`config.mk`:
```
export PLATFORM = sky130hd
export DESIGN_NAME = binary_to_radix_ascii_unit_flat
export DESIGN_NICKNAME = d
export VERILOG_FILES = /design/src/rtl/core/b2ra_pkg.sv /design/src/rtl/core/b2ra_stream_if.sv /design/src/rtl/core/b2ra_front.sv /design/src/rtl/core/b2ra_divider.sv /design/src/rtl/core/b2ra_back.sv /design/src/rtl/core/binary_to_radix_ascii_unit.sv /design/src/flat_wrapper.sv
export SDC_FILE = /design/constraint.sdc
export NUM_CORES = 1
export LEC_CHECK = 0
export ABC_AREA = 1
export BUFFER_PORTS_ARGS = -buffer_cell sky130_fd_sc_hd__buf_2
export CORE_ASPECT_RATIO = 0.6
export CORE_MARGIN = 1.5
export CORE_UTILIZATION = 30
export CTS_BUF_LIST = sky130_fd_sc_hd__clkbuf_8
export DETAILED_ROUTE_END_ITERATION = 6
export PLACE_DENSITY_LB_ADDON = 0.15
export SYNTH_ARGS = -nofsm -noshare
export SYNTH_HDL_FRONTEND = slang
export SYNTH_HIERARCHICAL = 1
export SYNTH_SLANG_ARGS = --single-unit
export TNS_END_PERCENT = 50
```
`constraint.sdc`:
```
create_clock -name clk -period 10.1 [get_ports clk]
set_clock_uncertainty 0.05 [all_clocks]
set_input_delay 1.01 -clock clk [delete_from_list [all_inputs] [get_ports clk]]
set_output_delay 1.01 -clock clk [all_outputs]
set_load 0.02 [all_outputs]
```
`src/rtl/core/b2ra_pkg.sv`:
```
// Package for the binary to radix ASCII unit: field widths, payload types,
// job classes and the digit to ASCII mapping. No dependencies.
package b2ra_pkg;

	localparam int VALUE_W          = 31;
	localparam int BASE_W           = 5;
	localparam int CHAR_W           = 8;
	localparam int DIGIT_W          = 4;
	localparam int COUNT_W          = 6;
	localparam int MAX_DIGITS       = 31;
	localparam int DIGIT_SLOTS_DFLT = 32;

	// divider: 32-bit dividend, four quotient bits per cycle
	localparam int DIV_W    = 32;
	localparam int DIV_STEP = 4;

	localparam logic [BASE_W-1:0] BASE_MIN = 5'd2;
	localparam logic [BASE_W-1:0] BASE_MAX = 5'd16;

	localparam logic [CHAR_W-1:0]  CHAR_ZERO = 8'h30;	// '0'
	localparam logic [CHAR_W-1:0]  CHAR_A    = 8'h61;	// 'a'
	localparam logic [DIGIT_W-1:0] DIGIT_TEN = 4'd10;

	typedef enum logic [1:0] {
		KIND_NORMAL,
		KIND_ZERO,
		KIND_BAD_BASE
	} kind_t;

	typedef struct packed {
		logic [VALUE_W-1:0] value;
		logic [BASE_W-1:0]  base;
	} item_t;

	typedef struct packed {
		logic [CHAR_W-1:0] digit_char;
		logic              last;
		logic              error;
	} result_t;

	typedef struct packed {
		kind_t              kind;
		logic [VALUE_W-1:0] value;
		logic [BASE_W-1:0]  base;
	} job_t;

	typedef struct packed {
		logic              start;
		logic [DIV_W-1:0]  dividend;
		logic [BASE_W-1:0] divisor;
	} div_req_t;

	typedef struct packed {
		logic               done;
		logic [DIV_W-1:0]   quotient;
		logic [DIGIT_W-1:0] remainder;
	} div_rsp_t;

	function automatic logic [CHAR_W-1:0] to_ascii(input logic [DIGIT_W-1:0] d);
		if (d < DIGIT_TEN)
			return CHAR_ZERO + {{(CHAR_W-DIGIT_W){1'b0}}, d};
		return CHAR_A + {{(CHAR_W-DIGIT_W){1'b0}}, d - DIGIT_TEN};
	endfunction

endpackage

```
`src/rtl/core/b2ra_stream_if.sv`:
```
// Valid/ready stream interface carrying one payload struct.
// Payload type is a parameter; types come from b2ra_pkg.
interface b2ra_stream_if #(parameter type payload_t = logic) ();
	logic     valid;
	logic     ready;
	payload_t data;

	modport source (output valid, output data, input ready);
	modport sink   (input valid, input data, output ready);
endinterface

```
`src/rtl/core/b2ra_front.sv`:
```
// Front end: accepts requests, classifies them (bad base, zero, normal)
// and holds them in a two-entry queue for the back end. Uses b2ra_pkg.
module b2ra_front import b2ra_pkg::*; (
	input  logic           clk,
	input  logic           arst_n,
	b2ra_stream_if.sink    item,
	b2ra_stream_if.source  job
);

	job_t       entry_q [2];
	logic       wr_ptr_q;
	logic       rd_ptr_q;
	logic [1:0] fill_q;
	job_t       new_job;
	logic       push;
	logic       pop;

	always_comb begin
		new_job.value = item.data.value;
		new_job.base  = item.data.base;
		if (item.data.base < BASE_MIN || item.data.base > BASE_MAX)
			new_job.kind = KIND_BAD_BASE;
		else if (item.data.value == '0)
			new_job.kind = KIND_ZERO;
		else
			new_job.kind = KIND_NORMAL;
	end

	assign item.ready = (fill_q != 2'd2);
	assign push       = item.valid && item.ready;
	assign job.valid  = (fill_q != 2'd0);
	assign job.data   = entry_q[rd_ptr_q];
	assign pop        = job.valid && job.ready;

	always_ff @(posedge clk) begin
		if (push)
			entry_q[wr_ptr_q] <= new_job;
	end

	always_ff @(posedge clk or negedge arst_n) begin
		if (!arst_n) begin
			wr_ptr_q <= 1'b0;
			rd_ptr_q <= 1'b0;
			fill_q   <= 2'd0;
		end else begin
			if (push)
				wr_ptr_q <= ~wr_ptr_q;
			if (pop)
				rd_ptr_q <= ~rd_ptr_q;
			case ({push, pop})
				2'b10:   fill_q <= fill_q + 2'd1;
				2'b01:   fill_q <= fill_q - 2'd1;
				default: fill_q <= fill_q;
			endcase
		end
	end

endmodule

```
`src/rtl/core/b2ra_divider.sv`:
```
// Iterative divider: 32-bit dividend by a 5-bit base, four quotient bits
// per cycle. Uses b2ra_pkg.
module b2ra_divider import b2ra_pkg::*; (
	input  logic     clk,
	input  logic     arst_n,
	input  div_req_t req,
	output div_rsp_t rsp
);

	localparam int N_STEPS = DIV_W / DIV_STEP;
	localparam int STEP_W  = $clog2(N_STEPS);

	logic [DIV_W-1:0]  quo_q;
	logic [BASE_W-1:0] rem_q;
	logic [BASE_W-1:0] div_q;
	logic [STEP_W-1:0] step_q;
	logic              busy_q;
	logic              done_q;
	logic [DIV_W-1:0]  quo_nx;
	logic [BASE_W-1:0] rem_nx;

	// restoring division, DIV_STEP bits; remainder stays below the divisor
	always_comb begin
		logic [BASE_W:0]  r;
		logic [DIV_W-1:0] w;
		r = {1'b0, rem_q};
		w = quo_q;
		for (int i = 0; i < DIV_STEP; i++) begin
			r = {r[BASE_W-1:0], w[DIV_W-1]};
			w = {w[DIV_W-2:0], 1'b0};
			if (r >= {1'b0, div_q}) begin
				r    = r - {1'b0, div_q};
				w[0] = 1'b1;
			end
		end
		quo_nx = w;
		rem_nx = r[BASE_W-1:0];
	end

	assign rsp.done      = done_q;
	assign rsp.quotient  = quo_q;
	assign rsp.remainder = rem_q[DIGIT_W-1:0];

	always_ff @(posedge clk or negedge arst_n) begin
		if (!arst_n) begin
			busy_q <= 1'b0;
			done_q <= 1'b0;
			step_q <= '0;
			quo_q  <= '0;
			rem_q  <= '0;
			div_q  <= '0;
		end else begin
			done_q <= 1'b0;
			if (req.start) begin
				quo_q  <= req.dividend;
				rem_q  <= '0;
				div_q  <= req.divisor;
				step_q <= '0;
				busy_q <= 1'b1;
			end else if (busy_q) begin
				quo_q  <= quo_nx;
				rem_q  <= rem_nx;
				step_q <= step_q + 1'b1;
				if (step_q == STEP_W'(N_STEPS - 1)) begin
					busy_q <= 1'b0;
					done_q <= 1'b1;
				end
			end
		end
	end

endmodule

```
`src/rtl/core/b2ra_back.sv`:
```
// Back end: drives the divider, keeps remainders in the digit store and
// plays them back most significant first through an output register.
// Uses b2ra_pkg and b2ra_divider.
module b2ra_back import b2ra_pkg::*; #(
	parameter int DIGIT_SLOTS = DIGIT_SLOTS_DFLT
) (
	input  logic           clk,
	input  logic           arst_n,
	b2ra_stream_if.sink    job,
	b2ra_stream_if.source  result
);

	localparam int IDX_W = $clog2(DIGIT_SLOTS);
	localparam int LIMIT = (DIGIT_SLOTS < MAX_DIGITS) ? DIGIT_SLOTS : MAX_DIGITS;

	typedef enum logic [1:0] {
		S_IDLE,
		S_DIV,
		S_READ,
		S_SHOW
	} state_t;

	state_t             state_q;
	logic [COUNT_W-1:0] n_q;
	logic [COUNT_W-1:0] n_next;
	logic [IDX_W-1:0]   rd_idx_q;
	logic [BASE_W-1:0]  base_q;
	logic               last_q;
	logic               err_q;
	logic [DIGIT_W-1:0] rd_data_q;
	logic [DIGIT_W-1:0] store [DIGIT_SLOTS];

	logic               job_take;
	logic               more;
	logic               wr_en;
	logic [IDX_W-1:0]   wr_idx;
	logic [DIGIT_W-1:0] wr_data;
	div_req_t           div_req;
	div_rsp_t           div_rsp;

	b2ra_divider u_div (
		.clk    (clk),
		.arst_n (arst_n),
		.req    (div_req),
		.rsp    (div_rsp)
	);

	always_comb begin
		job.ready = (state_q == S_IDLE);
		job_take  = job.valid && job.ready;
		n_next    = n_q + 1'b1;
		more      = (div_rsp.quotient != '0) && (n_next < COUNT_W'(LIMIT));

		div_req.start = (job_take && job.data.kind == KIND_NORMAL) ||
		                (state_q == S_DIV && div_rsp.done && more);
		if (state_q == S_IDLE) begin
			div_req.dividend = {{(DIV_W-VALUE_W){1'b0}}, job.data.value};
			div_req.divisor  = job.data.base;
		end else begin
			div_req.dividend = div_rsp.quotient;
			div_req.divisor  = base_q;
		end

		// zero value: one '0' digit at slot 0
		if (state_q == S_IDLE) begin
			wr_en   = job_take && job.data.kind == KIND_ZERO;
			wr_idx  = '0;
			wr_data = '0;
		end else begin
			wr_en   = (state_q == S_DIV) && div_rsp.done;
			wr_idx  = n_q[IDX_W-1:0];
			wr_data = div_rsp.remainder;
		end

		result.valid           = (state_q == S_SHOW);
		result.data.digit_char = err_q ? '0 : to_ascii(rd_data_q);
		result.data.last       = last_q;
		result.data.error      = err_q;
	end

	always_ff @(posedge clk) begin
		if (wr_en)
			store[wr_idx] <= wr_data;
		if (state_q == S_READ)
			rd_data_q <= store[rd_idx_q];
	end

	always_ff @(posedge clk or negedge arst_n) begin
		if (!arst_n) begin
			state_q  <= S_IDLE;
			n_q      <= '0;
			rd_idx_q <= '0;
			base_q   <= '0;
			last_q   <= 1'b0;
			err_q    <= 1'b0;
		end else begin
			case (state_q)
				S_IDLE: begin
					if (job_take) begin
						base_q <= job.data.base;
						n_q    <= '0;
						case (job.data.kind)
							KIND_BAD_BASE: begin
								err_q   <= 1'b1;
								last_q  <= 1'b1;
								state_q <= S_SHOW;
							end
							KIND_ZERO: begin
								err_q    <= 1'b0;
								rd_idx_q <= '0;
								state_q  <= S_READ;
							end
							default: begin
								err_q   <= 1'b0;
								state_q <= S_DIV;
							end
						endcase
					end
				end
				S_DIV: begin
					if (div_rsp.done) begin
						if (more) begin
							n_q <= n_next;
						end else begin
							rd_idx_q <= n_q[IDX_W-1:0];
							state_q  <= S_READ;
						end
					end
				end
				S_READ: begin
					last_q  <= (rd_idx_q == '0);
					state_q <= S_SHOW;
				end
				S_SHOW: begin
					if (result.ready) begin
						if (last_q) begin
							state_q <= S_IDLE;
						end else begin
							rd_idx_q <= rd_idx_q - 1'b1;
							state_q  <= S_READ;
						end
					end
				end
				default: state_q <= S_IDLE;
			endcase
		end
	end

endmodule

```
`src/rtl/core/binary_to_radix_ascii_unit.sv`:
```
// Binary to radix ASCII converter, base 2..16, lower-case digits, MSD first.
// Flow: a bad base goes straight to its error result; otherwise each digit
// comes from the divider (8 four-bit steps), then each digit out is read
// from the store, then shown. The back end works on one request at a time.
// Reset: arst_n async low clears queue and sequencers; no clearing pass, the
// digit store is written before it is read in every conversion.
module binary_to_radix_ascii_unit import b2ra_pkg::*; #(
	parameter int DIGIT_SLOTS = DIGIT_SLOTS_DFLT
) (
	input  logic           clk,
	input  logic           arst_n,
	b2ra_stream_if.sink    item,
	b2ra_stream_if.source  result
);

	// Classified requests wait here while the back end is busy, so a new
	// request can be taken while digits of the previous one are still out.
	b2ra_stream_if #(.payload_t(job_t)) job ();

	// Front: base check and zero detect, two-deep queue.
	b2ra_front u_front (
		.clk    (clk),
		.arst_n (arst_n),
		.item   (item),
		.job    (job)
	);

	// Back: repeated division into the digit store, then reverse readout.
	// Conversions longer than the store keep only the lowest digits.
	b2ra_back #(
		.DIGIT_SLOTS (DIGIT_SLOTS)
	) u_back (
		.clk    (clk),
		.arst_n (arst_n),
		.job    (job),
		.result (result)
	);

endmodule

```
`src/flat_wrapper.sv`:
```
// flat-port wrapper written by rule: the top's interface ports become plain ports
module binary_to_radix_ascii_unit_flat import b2ra_pkg::*;
#(
	parameter int DIGIT_SLOTS = DIGIT_SLOTS_DFLT
)
  (clk, arst_n, item_valid, item_data, item_ready, result_valid, result_data, result_ready);
  b2ra_stream_if #(.payload_t(item_t)) item_i ();
  b2ra_stream_if #(.payload_t(result_t)) result_i ();
  input  logic clk;
  input  logic arst_n;
  input wire logic [$bits(item_i.valid)-1:0] item_valid;
  input wire logic [$bits(item_i.data)-1:0] item_data;
  output wire logic [$bits(item_i.ready)-1:0] item_ready;
  output wire logic [$bits(result_i.valid)-1:0] result_valid;
  output wire logic [$bits(result_i.data)-1:0] result_data;
  input wire logic [$bits(result_i.ready)-1:0] result_ready;
  assign item_i.valid = item_valid;
  assign item_i.data = item_data;
  assign item_ready = item_i.ready;
  assign result_valid = result_i.valid;
  assign result_data = result_i.data;
  assign result_i.ready = result_ready;
  binary_to_radix_ascii_unit #(.DIGIT_SLOTS(DIGIT_SLOTS)) u_core (.clk(clk), .arst_n(arst_n), .item(item_i), .result(result_i));
endmodule
```
==> flow_summary_export.csv <==
group,metric,value,unit
worst_setup_path,cp.buffers_inverters,8,
clock_tree,cts_tree,"yes",
timing,fmax,149.2,MHz
yosys,synth_flop_cell,"edfxtp_1",
finish,nFillCells,4708,
route,first_pass_iters,5,
finish,multi_input_area,4912,um^2
timing,slew_viol_final,0,
clock_tree,htree_num_levels,2,
placed_design,gp_congestion,0.8924,
floorplan,rows,60,
yosys,ys_ff_latch,279,
finish,syn2layout_area_growth,12.36,%
clock_tree,cts_buffers,46,
worst_setup_path,cpPeakStageDelay,480,ps
finish,finish.utilization,0.3443,
worst_setup_path,crit_type,"reg2reg",
clock_tree,clk_pin_slew_worst_paths,60,ps
floorplan,fp.dieW,280.4,um
finish,n_antenna_cell,0,
clock_tree,clock-sinks,279,
route,wl_met3,2674,um
global_route,grt_max_degree,68,
timing,finalCriticalPeriod,6700,ps
min_path,holdCritPathClass,"in2async",
worst_setup_path,critPathLaunchType,"flop",
route,num_vias,10080,
floorplan,coreArea,45190,um^2
clock_tree,cts_hold_buf,0,
timing,max-slew-margin-rel,0.3712,
placed_design,dp_hpwl,25780,um
route,via_per_inst,4.688,
yosys,seq_area_frac_synth,0.5793,
finish,nets,1571,
route,wl_met2,13550,um
timing,worst_slew_pin_slew,941.0,ps
timing,rsz0062_at_grt,"no",
timing,holdWs,191.6,ps
route,routedWlPerCell,17.61,um
clock_tree,cts_resized,0,
route,routed_wl,37870,um
route,drt-initial-drc-count,902,
worst_setup_path,required,10500,ps
clock_tree,post-cts-setup-buffers,0,
worst_setup_path,cp.arrival,7100,ps
placed_design,numPortBuffers,50,
timing,finalSetupTns,0,ps
clock_tree,clockRootBuffer,"clkbuf_8",
worst_setup_path,crit_slowest_cell,"fa_1",
yosys,synth_warnings,6,
timing,hold_violations,0,
finish,drive_gt1_frac,0.1209,
global_route,grt_pass1_wl,58930,um
floorplan,start_util,0.3065,
floorplan,io_pins,52,
clock_tree,insertion_delay,590,ps
global_route,grt_usage,0.1622,
route,route.detailed.drc,0,
yosys,synthArstFlopShare,0.2545,
worst_setup_path,end_kind,"flop",
global_route,grt_pass1_vias,9562,
yosys,synth_cell_types,46,
yosys,synth_enable_flop_cells,208,
yosys,synth_area,13850,um^2
worst_setup_path,crit_fanout,7,
timing,setup_viol,0,
clock_tree,clock_tree.buffer_depth,3,
yosys,synth_nets,1524,
job,maxCapViolCount,0,
route,met1_length,21250,um
global_route,grt_antenna_before_repair,0,
route,postRouteAntennaNets,0,
outcome,outcome,"finished, final reports clean",
finish,regArea,8024,um^2
timing,post-route-period-util,0.6634,
yosys,postSynthCellCount,1446,
route,highest_layer,"met4",
global_route,grt-ovfl-total,0,
worst_setup_path,cp_top_family,"simple AND/OR/NAND/NOR gates",
floorplan,die_y,169.4,um
yosys,synth.avg_cell_area,9.578,um^2
floorplan,die_area,47510,um^2
[flip-flops by register name, indices dropped and copies added (netlist names), 2 cells and up]
signal	flops
u_core/u_back/u_div/step_q	3
u_core/u_back/n_q	6
u_core/u_back/rd_data_q	4
u_core/u_front/entry_q	76
u_core/u_front/fill_q	2
u_core/u_back/base_q	5
u_core/u_back/u_div/div_q	5
u_core/u_back/state_q	2
u_core/u_back/u_div/rem_q	5
u_core/u_back/store	128
u_core/u_back/u_div/quo_q	32
u_core/u_back/rd_idx_q	5
[cell usage in the layout (no fill, tap or decap), types with 37 or more instances in the layout]
master and count:
inv_1 175, o21ai_0 85, edfxtp_1 208, nand3_1 37
nor2_1 98, dfrtp_1 70, a21oi_1 47, nand2_1 445
buf_2 49, clkbuf_8 53
[cell usage after synthesis (2+ instances only)]
| master | number | area [um^2] |
|---|---|---|
| nand3_1 | 37 | 185.2 |
| a21boi_0 | 8 | 60.06 |
| o21bai_1 | 2 | 15.01 |
| o21ai_0 | 86 | 430.4 |
| dfrtp_1 | 71 | 1777 |
| inv_1 | 160 | 600.6 |
| nor2_1 | 103 | 386.6 |
| a22o_1 | 2 | 17.52 |
| o211ai_1 | 3 | 22.52 |
| nand2_4 | 4 | 45.04 |
| nand2_2 | 15 | 93.84 |
| nand2_1 | 445 | 1670 |
| nor2_8 | 3 | 60.06 |
| nand3_2 | 8 | 80.08 |
| nor3_1 | 10 | 50.05 |
| ha_1 | 34 | 425.4 |
| clkbuf_1 | 28 | 105.1 |
| fa_1 | 4 | 80.08 |
| o22ai_1 | 22 | 137.6 |
| nand3_4 | 3 | 52.55 |
| a21oi_1 | 47 | 235.2 |
| xor2_1 | 11 | 96.34 |
| nor3_2 | 2 | 20.02 |
| mux2i_1 | 8 | 80.08 |
| nor2_2 | 5 | 31.28 |
| nor2_4 | 3 | 33.78 |
| xnor2_1 | 5 | 43.79 |
| a211oi_1 | 9 | 67.56 |
| nand3b_1 | 3 | 22.52 |
| inv_2 | 13 | 48.80 |
| nand4_1 | 12 | 75.07 |
| o221ai_1 | 27 | 236.5 |
| buf_2 | 18 | 90.09 |
| edfxtp_1 | 208 | 6246 |
| buf_4 | 15 | 112.6 |
| nand4_4 | 2 | 42.54 |
[through the flow]
stage / setup WS (ps) / area [um^2] / std cells
6_report: 3400 / 15560 / 2150
5_1_grt: 2765 / 15560 / 2150
3_5_place_dp: 3525 / 14700 / 2065
3_3_place_gp: 3617 / 14700 / 2065
4_1_cts: 3488 / 15560 / 2150
2_1_floorplan: 4399 / 13850 / 1446
[cell families after synthesis]
| family | Yosys count | share of synthesized area |
|---|---|---|
| multiplexers | 8 | 0.005782 |
| other | 1 | 0.0002708 |
| buffers and inverters | 235 | 0.06993 |
| adder cells (fa/ha/maj) | 38 | 0.03650 |
| flip-flops | 279 | 0.5793 |
| AND/OR/NAND/NOR | 658 | 0.2071 |
| XOR/XNOR | 16 | 0.01012 |
| AO/OA/AOI/OAI | 211 | 0.09107 |
[layout make-up]
class	instances	area share
tap	620	0.04985
clock buffer	53	0.04688
clock inverter	32	0.008684
timing repair buffer	61	0.02155
inverter	173	0.04173
sequential	279	0.5156
multi-input combinational	932	0.3157
[final timing paths]
| check | startpoint | endpoint | slack (ps) | cells after the start |
|---|---|---|---|---|
| worst max-delay path | u_core/u_back/u_div/quo_q[31] | u_core/u_back/u_div/rem_q[3] | 3400 | 39 |
| worst min-delay path | arst_n | u_core/u_back/u_div/quo_q[17] | 190 | 1 |
| worst max register to register | u_core/u_back/u_div/quo_q[31] | u_core/u_back/u_div/rem_q[3] | 3400 | 39 |
| worst min register to register | u_core/u_back/base_q[4] | u_core/u_back/base_q[4] | 440 | 2 |
| max in group asynchronous | arst_n | u_core/u_back/rd_idx_q[0] | 8640 | 2 |
| min in group clk | u_core/u_back/base_q[4] | u_core/u_back/base_q[4] | 440 | 2 |
[per-layer routing]
layer | vias up | global-route usage
li1 | 4917 | -
met1 | 4855 | 0.2725
met2 | 273 | 0.2001
met3 | 35 | 0.03868
met4 | 0 | 0.03290
met5 | - | 0
Power is left out: the tool's default activity adds up to more than one toggle a clock period on the data nets, which glitch-free logic cannot reach.
